### src/rtl/core/cfa_pkg.sv
// package for the custom float alu: widths, codes and state types
package cfa_pkg;

	localparam int unsigned MantWidth = 32;
	localparam int unsigned ExpWidth  = 8;
	localparam logic [ExpWidth-1:0] ExpNan = 8'd255;
	localparam int unsigned PreShift = 32;
	localparam int unsigned WideWidth = 64;

	typedef enum logic [1:0] {
		ACT_ADD = 2'd0,
		ACT_SUB = 2'd1,
		ACT_MUL = 2'd2,
		ACT_DIV = 2'd3
	} action_t;

	typedef enum logic [1:0] {
		ST_EXACT    = 2'd0,
		ST_INEXACT  = 2'd1,
		ST_OVERFLOW = 2'd2
	} status_t;

	typedef enum logic [3:0] {
		S_IDLE,
		S_DISPATCH,
		S_ALIGN_L,
		S_ALIGN_R,
		S_ADD,
		S_MUL,
		S_DIV_PRE,
		S_DIV,
		S_DIV_POST,
		S_DIV_RSH,
		S_FIT,
		S_DONE
	} state_t;

	typedef struct packed {
		logic               sign;
		logic [ExpWidth-1:0] exp;
		logic [MantWidth-1:0] mant;
	} num_t;

	typedef struct packed {
		logic               sign;
		logic [ExpWidth-1:0] exp;
		logic [MantWidth-1:0] mant;
		status_t            status;
	} res_t;

endpackage

### src/rtl/core/cfa_core.sv
// iterative datapath and sequencer: each step uses its own shift or add/subtract logic
module cfa_core (
	input  logic           clk,
	input  logic           arst_n,
	input  logic           start,
	input  logic [1:0]     action,
	input  cfa_pkg::num_t  a_in,
	input  cfa_pkg::num_t  b_in,
	output logic           done,
	output cfa_pkg::res_t  res
);

	localparam int unsigned W  = cfa_pkg::MantWidth;
	localparam int unsigned WW = cfa_pkg::WideWidth;
	localparam int unsigned EW = cfa_pkg::ExpWidth;

	cfa_pkg::state_t state_q, state_d;

	logic [1:0]    act_q;
	logic          as_q, bs_q, rs_q;
	logic [EW:0]   ae_q, be_q;
	logic [WW-1:0] am_q, bm_q;
	logic [WW-1:0] acc_q;
	logic [W-1:0]  rem_q;
	logic [6:0]    cnt_q;
	logic [EW+1:0] re_q;
	logic          lost_q;
	cfa_pkg::status_t st_q;
	logic [W-1:0]  rm_q;
	logic          left_q;

	// combinational helpers: a wide add, a narrow trial subtract and compares
	logic [WW:0]   sum_w;
	logic [W:0]    trial_w;
	logic          a_gt_b;
	logic          a_top, b_top;

	assign a_top  = am_q[W-1];
	assign b_top  = bm_q[W-1];
	assign a_gt_b = am_q > bm_q;
	assign trial_w = {rem_q, acc_q[WW-1]} - {1'b0, bm_q[W-1:0]};
	assign sum_w  = {1'b0, am_q} + {1'b0, bm_q};

	// next state
	always_comb begin
		state_d = state_q;
		case (state_q)
			cfa_pkg::S_IDLE: if (start) state_d = cfa_pkg::S_DISPATCH;
			cfa_pkg::S_DISPATCH: begin
				if (ae_q >= {1'b0, cfa_pkg::ExpNan} || be_q >= {1'b0, cfa_pkg::ExpNan})
					state_d = cfa_pkg::S_DONE;
				else if (act_q == cfa_pkg::ACT_MUL)
					state_d = (am_q == '0 || bm_q == '0) ? cfa_pkg::S_DONE : cfa_pkg::S_MUL;
				else if (act_q == cfa_pkg::ACT_DIV)
					state_d = (bm_q == '0 || am_q == '0) ? cfa_pkg::S_DONE
						: cfa_pkg::S_DIV_PRE;
				else
					state_d = (am_q == '0 || bm_q == '0) ? cfa_pkg::S_DONE
						: cfa_pkg::S_ALIGN_L;
			end
			cfa_pkg::S_ALIGN_L: begin
				if (ae_q == be_q) state_d = cfa_pkg::S_ADD;
				else if (ae_q > be_q ? a_top : b_top) state_d = cfa_pkg::S_ALIGN_R;
			end
			cfa_pkg::S_ALIGN_R: if (ae_q == be_q) state_d = cfa_pkg::S_ADD;
			cfa_pkg::S_ADD: state_d = cfa_pkg::S_FIT;
			cfa_pkg::S_MUL: if (cnt_q == 7'(W - 1)) state_d = cfa_pkg::S_FIT;
			cfa_pkg::S_DIV_PRE: if (ae_q <= be_q || a_top) state_d = cfa_pkg::S_DIV;
			cfa_pkg::S_DIV: if (cnt_q == 7'(WW - 1)) state_d = cfa_pkg::S_DIV_POST;
			cfa_pkg::S_DIV_POST: state_d = left_q ? cfa_pkg::S_DIV_RSH : cfa_pkg::S_FIT;
			cfa_pkg::S_DIV_RSH: if (cnt_q == '0) state_d = cfa_pkg::S_DONE;
			cfa_pkg::S_FIT: if (acc_q[WW-1:W] == '0) state_d = cfa_pkg::S_DONE;
			cfa_pkg::S_DONE: state_d = cfa_pkg::S_IDLE;
			default: state_d = cfa_pkg::S_IDLE;
		endcase
	end

	// state register
	always_ff @(posedge clk or negedge arst_n) begin
		if (!arst_n) state_q <= cfa_pkg::S_IDLE;
		else state_q <= state_d;
	end

	// datapath registers
	always_ff @(posedge clk) begin
		case (state_q)
			cfa_pkg::S_IDLE: begin
				if (start) begin
					act_q <= action;
					as_q  <= a_in.sign;
					ae_q  <= {1'b0, a_in.exp};
					am_q  <= {{(WW-W){1'b0}}, a_in.mant};
					bs_q  <= b_in.sign ^ (action == cfa_pkg::ACT_SUB);
					be_q  <= {1'b0, b_in.exp};
					bm_q  <= {{(WW-W){1'b0}}, b_in.mant};
				end
			end
			cfa_pkg::S_DISPATCH: begin
				rs_q   <= as_q;
				re_q   <= {1'b0, ae_q};
				rm_q   <= am_q[W-1:0];
				st_q   <= cfa_pkg::ST_EXACT;
				lost_q <= 1'b0;
				cnt_q  <= '0;
				acc_q  <= '0;
				rem_q  <= '0;
				left_q <= 1'b0;
				if (ae_q >= {1'b0, cfa_pkg::ExpNan} || be_q >= {1'b0, cfa_pkg::ExpNan}) begin
					re_q <= {2'b0, cfa_pkg::ExpNan};
					rm_q <= '0;
				end else if (act_q == cfa_pkg::ACT_MUL || act_q == cfa_pkg::ACT_DIV) begin
					if (act_q == cfa_pkg::ACT_DIV && bm_q == '0) begin
						re_q <= {2'b0, cfa_pkg::ExpNan};
						rm_q <= '0;
					end else if (am_q == '0 || bm_q == '0) begin
						re_q <= '0;
						rm_q <= '0;
					end else begin
						rs_q <= as_q ^ bs_q;
						if (act_q == cfa_pkg::ACT_MUL) re_q <= {1'b0, ae_q} + {1'b0, be_q};
					end
				end else if (am_q == '0) begin
					rs_q <= bs_q;
					re_q <= {1'b0, be_q};
					rm_q <= bm_q[W-1:0];
				end
			end
			// loss-free left shift of the larger-exponent operand, one bit a cycle
			cfa_pkg::S_ALIGN_L: begin
				if (ae_q > be_q && !a_top) begin
					am_q <= {am_q[WW-2:0], 1'b0};
					ae_q <= ae_q - 1'b1;
				end else if (be_q > ae_q && !b_top) begin
					bm_q <= {bm_q[WW-2:0], 1'b0};
					be_q <= be_q - 1'b1;
				end
			end
			// forced right shift of the other operand
			cfa_pkg::S_ALIGN_R: begin
				if (ae_q > be_q) begin
					bm_q <= bm_q >> 1;
					be_q <= be_q + 1'b1;
				end else if (be_q > ae_q) begin
					am_q <= am_q >> 1;
					ae_q <= ae_q + 1'b1;
				end
			end
			cfa_pkg::S_ADD: begin
				rs_q <= as_q;
				re_q <= {1'b0, ae_q};
				if (as_q != bs_q) begin
					acc_q <= a_gt_b ? am_q - bm_q : bm_q - am_q;
					if (!a_gt_b) rs_q <= bs_q;
				end else begin
					acc_q <= sum_w[WW-1:0];
				end
			end
			// shift-and-add multiply, one multiplier bit a cycle
			cfa_pkg::S_MUL: begin
				if (bm_q[cnt_q[5:0]]) acc_q <= acc_q + (am_q << cnt_q[4:0]);
				cnt_q <= cnt_q + 1'b1;
			end
			// loss-free left shift of the dividend toward the divisor exponent, then load of the pre-shifted dividend
			cfa_pkg::S_DIV_PRE: begin
				if (ae_q > be_q && !a_top) begin
					am_q <= {am_q[WW-2:0], 1'b0};
					ae_q <= ae_q - 1'b1;
				end else begin
					if (ae_q <= be_q) begin
						left_q <= 1'b1;
						acc_q  <= am_q;
					end else if (ae_q - be_q <= 9'(cfa_pkg::PreShift)) begin
						acc_q <= am_q << (ae_q - be_q);
						re_q  <= '0;
					end else begin
						acc_q <= am_q << cfa_pkg::PreShift;
						re_q  <= {1'b0, ae_q - be_q - 9'(cfa_pkg::PreShift)};
					end
				end
			end
			// restoring division, one quotient bit a cycle
			cfa_pkg::S_DIV: begin
				if (!trial_w[W]) begin
					rem_q <= trial_w[W-1:0];
					acc_q <= {acc_q[WW-2:0], 1'b1};
				end else begin
					rem_q <= {rem_q[W-2:0], acc_q[WW-1]};
					acc_q <= {acc_q[WW-2:0], 1'b0};
				end
				cnt_q <= cnt_q + 1'b1;
			end
			cfa_pkg::S_DIV_POST: begin
				if (left_q) begin
					re_q <= '0;
					rm_q <= acc_q[W-1:0];
					if (be_q - ae_q >= 9'(W)) begin
						rm_q  <= '0;
						cnt_q <= '0;
					end else begin
						cnt_q <= 7'(be_q - ae_q);
					end
				end
			end
			cfa_pkg::S_DIV_RSH: begin
				if (cnt_q != '0) begin
					rm_q  <= rm_q >> 1;
					cnt_q <= cnt_q - 1'b1;
				end
			end
			// cut back to mantissa width, one bit a cycle, then overflow check
			cfa_pkg::S_FIT: begin
				if (acc_q[WW-1:W] != '0) begin
					acc_q  <= acc_q >> 1;
					lost_q <= lost_q | acc_q[0];
					re_q   <= re_q + 1'b1;
				end else begin
					if (re_q >= {2'b0, cfa_pkg::ExpNan}) begin
						re_q <= {2'b0, cfa_pkg::ExpNan};
						rm_q <= '0;
						st_q <= cfa_pkg::ST_OVERFLOW;
					end else begin
						rm_q <= acc_q[W-1:0];
						st_q <= lost_q ? cfa_pkg::ST_INEXACT : cfa_pkg::ST_EXACT;
					end
				end
			end
			default: ;
		endcase
	end

	// outputs
	always_comb begin
		done       = state_q == cfa_pkg::S_DONE;
		res.sign   = rs_q;
		res.exp    = re_q[EW-1:0];
		res.mant   = rm_q;
		res.status = st_q;
	end

`ifndef SYNTHESIS
	a_start_idle: assert property (@(posedge clk) disable iff (!arst_n)
		start && state_q == cfa_pkg::S_IDLE |=> state_q == cfa_pkg::S_DISPATCH)
		else $error("start not taken");
	a_done_one: assert property (@(posedge clk) disable iff (!arst_n)
		done |=> !done)
		else $error("done held");
	a_ovf_nan: assert property (@(posedge clk) disable iff (!arst_n)
		done && st_q == cfa_pkg::ST_OVERFLOW |-> re_q[EW-1:0] == cfa_pkg::ExpNan && rm_q == '0)
		else $error("overflow without nan");
`endif

endmodule

### config.mk
export PLATFORM = sky130hd
export DESIGN_NAME = cfa_core
export DESIGN_NICKNAME = d
export VERILOG_FILES = /design/src/rtl/core/cfa_pkg.sv /design/src/rtl/core/cfa_core.sv
export SDC_FILE = /design/constraint.sdc
export NUM_CORES = 2
export LEC_CHECK = 0
export BUFFER_PORTS_ARGS = -buffer_cell sky130_fd_sc_hd__buf_2
export CORE_MARGIN = 2
export CORE_UTILIZATION = 50
export DETAILED_ROUTE_END_ITERATION = 8
export PLACE_DENSITY_LB_ADDON = 0.1
export SLEW_MARGIN = 20
export SYNTH_ARGS = -nofsm -noshare
export SYNTH_HDL_FRONTEND = slang
export SYNTH_SLANG_ARGS = --single-unit
### constraint.sdc
create_clock -name clk -period 11.6 [get_ports clk]
set_input_delay 1.16 -clock clk [delete_from_list [all_inputs] [get_ports clk]]
set_output_delay 1.16 -clock clk [all_outputs]
set_load 0.01 [all_outputs]
* After elaboration in Yosys (flattened, before gate mapping)
Cells that the tools add are included.
** Storage, ports and cells
- Bits in registers :: 304
- Logic and storage cells :: 224
** Operators by class
- Add/subtract/negate cells :: 16
- Order comparisons :: 10
- Eq/ne operators :: 41
- Shifts and indexed selects :: 2
- Multiplexer cells :: 96
- Bitwise logic cells :: 3
- Reductions and logical operators :: 39
** Operator list (number)
- 64-bit two-way mux :: 15
- 64-bit case mux with 3 select lines :: 2
- 64-bit case mux with 6 select lines :: 1
- 32-bit two-way mux :: 11
- 64-bit adder :: 2
- 64-bit logical NOT :: 2
- 32-bit case mux with 4 select lines :: 1
- 64-bit subtractor :: 2
- 10-bit two-way mux :: 10
- 9-bit two-way mux :: 10
- 64-bit > comparator :: 1
- 32-bit case mux with 2 select lines :: 1
- 64-bit by 5-bit << shifter with 64-bit output :: 1
- 64-bit by 9-bit << shifter with 64-bit output :: 1
- 4-bit two-way mux :: 15
- 9-bit case mux with 3 select lines :: 2
- 10-bit case mux with 5 select lines :: 1
- 4-bit case mux with 11 select lines :: 1
- 2-bit != test (second input constant) :: 20
- 33-bit by 32-bit subtractor with 33-bit output :: 1
- 32-bit logical NOT :: 1
- 32-bit nonzero test :: 1
- 7-bit case mux with 4 select lines :: 1
- 7-bit two-way mux :: 3
- 51 further kinds :: 101

* Logic depth before layout (Yosys ltp)
- Depth after elaboration :: 7
- Gate-level depth with buffers :: 27
- Gate-level depth less buffers :: 21

* Worst setup path before layout
No wires, ideal clock.
- Kind :: register to register
- From :: register ae_q[1]
- To :: register be_q[0], enable pin
- Setup time :: 616 ps
- Arrival time :: 8054 ps
- Required time :: 10984 ps
- Path slack :: 2930 ps
- Cell stages (with the launch flop) :: 14
- Period minus slack after synthesis :: 8670 ps
- Cell sequence :: edfxtp_1 -> inv_1 -> ha_1 -> nor2b_1 -> o31a_1 -> o31ai_1 -> a21oi_1 -> a211o_1 -> o211a_1 -> clkbuf_1 -> nand2_1 -> a32o_1 -> nand2_1 -> a21boi_0
** Between the ends
- Longest elaborated chain between the ends :: 4
- Elaborated cells on any way between the ends :: 8
** RTL lines
- from (decl) :: RTL line cfa_core.sv:21 : logic [EW:0] ae_q, be_q;
- from (signal assigned) :: RTL line cfa_core.sv:91 : ae_q <= {1'b0, a_in.exp};
- from (signal assigned) :: RTL line cfa_core.sv:132 : ae_q <= ae_q - 1'b1;
- from (signal assigned) :: RTL line cfa_core.sv:145 : ae_q <= ae_q + 1'b1;
- 9-bit > comparator (on tied branches) :: RTL line cfa_core.sv:130, cfa_core.sv:140, cfa_core.sv:133
- 1-bit logical AND (on tied branches) :: RTL line cfa_core.sv:130, cfa_core.sv:133
- 2-bit != test (no line)
- 5-bit AND reduction (no line) *
- to (signal assigned) :: RTL line cfa_core.sv:94 : be_q <= {1'b0, b_in.exp};
- to (signal assigned) :: RTL line cfa_core.sv:135 : be_q <= be_q - 1'b1;
- to (signal assigned) :: RTL line cfa_core.sv:142 : be_q <= be_q + 1'b1;
- to (decl) :: RTL line cfa_core.sv:21
Every way passes the cells marked *; elsewhere a longest branch is shown, timed or not.
A chain may end at the register's enable or synchronous reset.

* Final worst setup path
- From :: register cnt_q[0]
- To :: register acc_q[42] (data pin)
** Between the ends
- Longest elaborated chain between the ends :: 4
** RTL lines
- from (decl) :: RTL line cfa_core.sv:25 : logic [6:0] cnt_q;
- from (signal assigned) :: RTL line cfa_core.sv:161 : cnt_q <= cnt_q + 1'b1;
- from (signal assigned) :: RTL line cfa_core.sv:190 : cnt_q <= cnt_q + 1'b1;
- from (signal assigned) :: RTL line cfa_core.sv:200 : cnt_q <= 7'(be_q - ae_q);
- 64-bit by 5-bit << shifter with 64-bit output :: RTL line cfa_core.sv:160 : if (bm_q[cnt_q[5:0]]) acc_q <= acc_q + (am_q << cnt_q[4:0]);
- 64-bit adder :: RTL line cfa_core.sv:160
- 64-bit two-way mux :: RTL line cfa_core.sv:160
- 64-bit case mux with 6 select lines :: RTL line cfa_core.sv:86 : case (state_q)
- to (signal assigned) :: RTL line cfa_core.sv:160
- to (signal assigned) :: RTL line cfa_core.sv:171 : acc_q <= am_q;
- to (signal assigned) :: RTL line cfa_core.sv:173 : acc_q <= am_q << (ae_q - be_q);
- to (decl) :: RTL line cfa_core.sv:23 : logic [WW-1:0] acc_q;
Every way passes these cells. The select of a mux whose other input is x is not followed.

==> run metrics <==
Mapped Area 0.0426 mm^2; clk root buf clkbuf_16; vias in the first global route 42700; Worst path top cell family by delay compound AO/OA/AOI/OAI gates; setup violators final 0; final RePlAce weighted congestion 1.07; Post-synth EDFFs 300; initial core utilization 50.2%; first-pass GRT wire length 301000 um; cell type with the largest total area after synthesis edfxtp_1; sequential share of the synthesized area 21.4%; clk slew on worst S/H paths 60 ps; CTS Sinks 304; P&R area growth vs syn 7.13%; largest net degree at the start of global routing 80; wire per inst 32.5 um; Final ANT Viol Nets 0; Max-Cap Viols 0; routed via count 47000; most common cell after layout, fill and taps aside nand2_1; fill count 8321; Core Rows 107; Worst path most repeated cell nand2_1; total track usage 47.1%; Unique masters post-synth 107; Yosys reg bits 304; initial antenna violation count 11; slew margin rel. 22.2%; IO buf count 130; H-tree Lvls 2; status finished with violations; hold crit path type in2async; Post-Route WL 213000 um; total clock buffers created by CTS 42; largest fanout on the critical path 50; Worst-Skew Late Latency 630 ps; CP Capture Type flip-flop; DR DRC count 14; ratio of cells with drive above 1 in the final layout 10.3%; Core Area 0.0847 mm^2; most frequent cells in the layout 670 x nand2_1, 562 x a21oi_1, 446 x nor2_1, 420 x o21ai_0, 332 x ha_1; required time of the worst setup path 11920 ps; Synth Area per Inst 7.83 um^2; total congestion overflow 0; Tmin final 6560 ps; vias per cell 7.19; Async SR Flop Fraction 1.32%; Die Area 0.0875 mm^2; CTS tree done; Tcrit/Tclk final 56.5%; slowest CP cell buf_4; Max Fclk 0.152 GHz; RSZ-0062 raised after global routing false; Slew @ Worst Pin 1160 ps; top cell type's share of synthesized area 21.2%; max incr delay on CP 770 ps; Crit path arrival time 6880 ps; WP buf/inv 2; fin nets 5789; Post-Syn Nets 5870; top post-synthesis cells by area edfxtp_1 21%, ha_1 9.8%, a21oi_1 6.6%; Final Hold Viols 0; post-CTS sizing 0; IO Count 131; clk_skew 33.7 ps; Worst setup SP type flip-flop; CTS max path bufs 3; crit path cell chain buf_4 -> buf_4 -> mux4_2 -> nand2_1 -> nand2_1 -> o21ai_0 -> mux2i_1 -> ha_1 -> nand2_1 -> nor4_1 -> nand2_1 -> o21ai_0 -> a21boi_0 -> xnor2_1 -> a222oi_1 -> o221ai_1; Post-CTS Hold Buffers 0; max-slew violation count 0; Setup TNS 0 ps; DRT Pass-1 Iters 9; Post-DP HPWL 162000 um; Synth warnings 0; Chip Width 296 um; CP Class reg2reg; post-CTS setup buffers 0; dominant synthesized flop cell edfxtp_1; initial DRC count 7852; Mapped Cells 5439; failing checks design-rule violations; Vert. Die Dim 296 um
worst paths after layout:
path,start,endpoint,slack (ps),depth (start not counted)
hold / removal,arst_n,state_q[1],360,1
min in group clk,lost_q,lost_q,570,2
setup / recovery,cnt_q[0],acc_q[42],5040,16
max in group asynchronous,arst_n,state_q[0],11080,1
setup reg to reg,cnt_q[0],acc_q[42],5040,16
hold reg to reg,lost_q,lost_q,570,2
Yosys cell counts, drive strengths merged (16+ instances only):
library cell	number
nand2	672
a21oi	568
nor2	455
o21ai	440
ha	333
edfxtp	300
inv	297
clkbuf	277
mux2i	215
xnor2	156
buf	128
a21o	106
nand3	105
mux4	97
o21bai	84
nor3	80
nand4	79
o211ai	73
a211oi	67
nor4	65
a222oi	64
a22oi	64
o21a	48
a221o	46
xor2	44
o221ai	41
a31oi	39
a221oi	36
o22ai	36
nand2b	35
and3	34
o31ai	30
nor2b	29
and2	28
a21boi	22
mux2	20
a2111oi	19
o2111ai	17
o31a	16
or3	16
stage by stage:
stage	setup WS, ps	hold slack [ps]	utilization, %	cell area [um^2]	std cells
2_1_floorplan	2930	524	-	42600	5439
3_3_place_gp	5170	542	52.2	44200	6457
3_5_place_dp	5140	554	52.2	44200	6457
4_1_cts	5130	352	53.8	45600	6535
5_1_grt	4600	368	53.8	45600	6536
6_report	5040	363	53.8	45600	6541
state kept, by name, summed over array words and instances (netlist names), 2 cells and up:
name / flops
cnt_q: 7
act_q: 2
am_q: 64
acc_q: 64
re_q: 10
ae_q: 9
rem_q: 32
bm_q: 64
state_q: 4
rm_q: 32
st_q: 2
be_q: 9
cells by family (layout without fill, tap and decap cells):
group | after synthesis | count (layout) | synth area share (%)
adders and majority gates | 344 | 344 | 10.3
and+or+nand+nor | 1635 | 1635 | 17.1
xor gates and xnor gates | 200 | 200 | 4.27
buffers and inverters | 705 | 658 | 6.77
muxes | 332 | 332 | 10.7
DFF | 304 | 304 | 21.4
other | 0 | 5 | 0
AOI/OAI and AO/OA | 1919 | 1919 | 29.4
routing by layer:
metal  global-route usage [%]  vias to the layer above  wire length [um]
met2                     64.6                     3621             83900
met5                        0                        -                55
met1                     63.2                    22500             81400
met3                     18.8                      737             33900
met4                     24.3                        8             13500
li1                         -                    20200                 -
cell type report:
cell class | instances | area (um^2) | area share (%)
Timing Repair Buffer | 280 | 1800 | 3.94
Multi-Input combinational cell | 4430 | 30800 | 67.5
Tap cell | 1144 | 1430 | 3.14
Clock buffer | 44 | 1080 | 2.37
Antenna cell | 5 | 12.5 | 0.0274
Clock inverter | 34 | 283 | 0.620
Sequential cell | 304 | 9110 | 20.0
Inverter | 300 | 1130 | 2.47
Power is left out: the tool's default activity adds up to more than one toggle a clock period on the data nets, which glitch-free logic cannot reach.
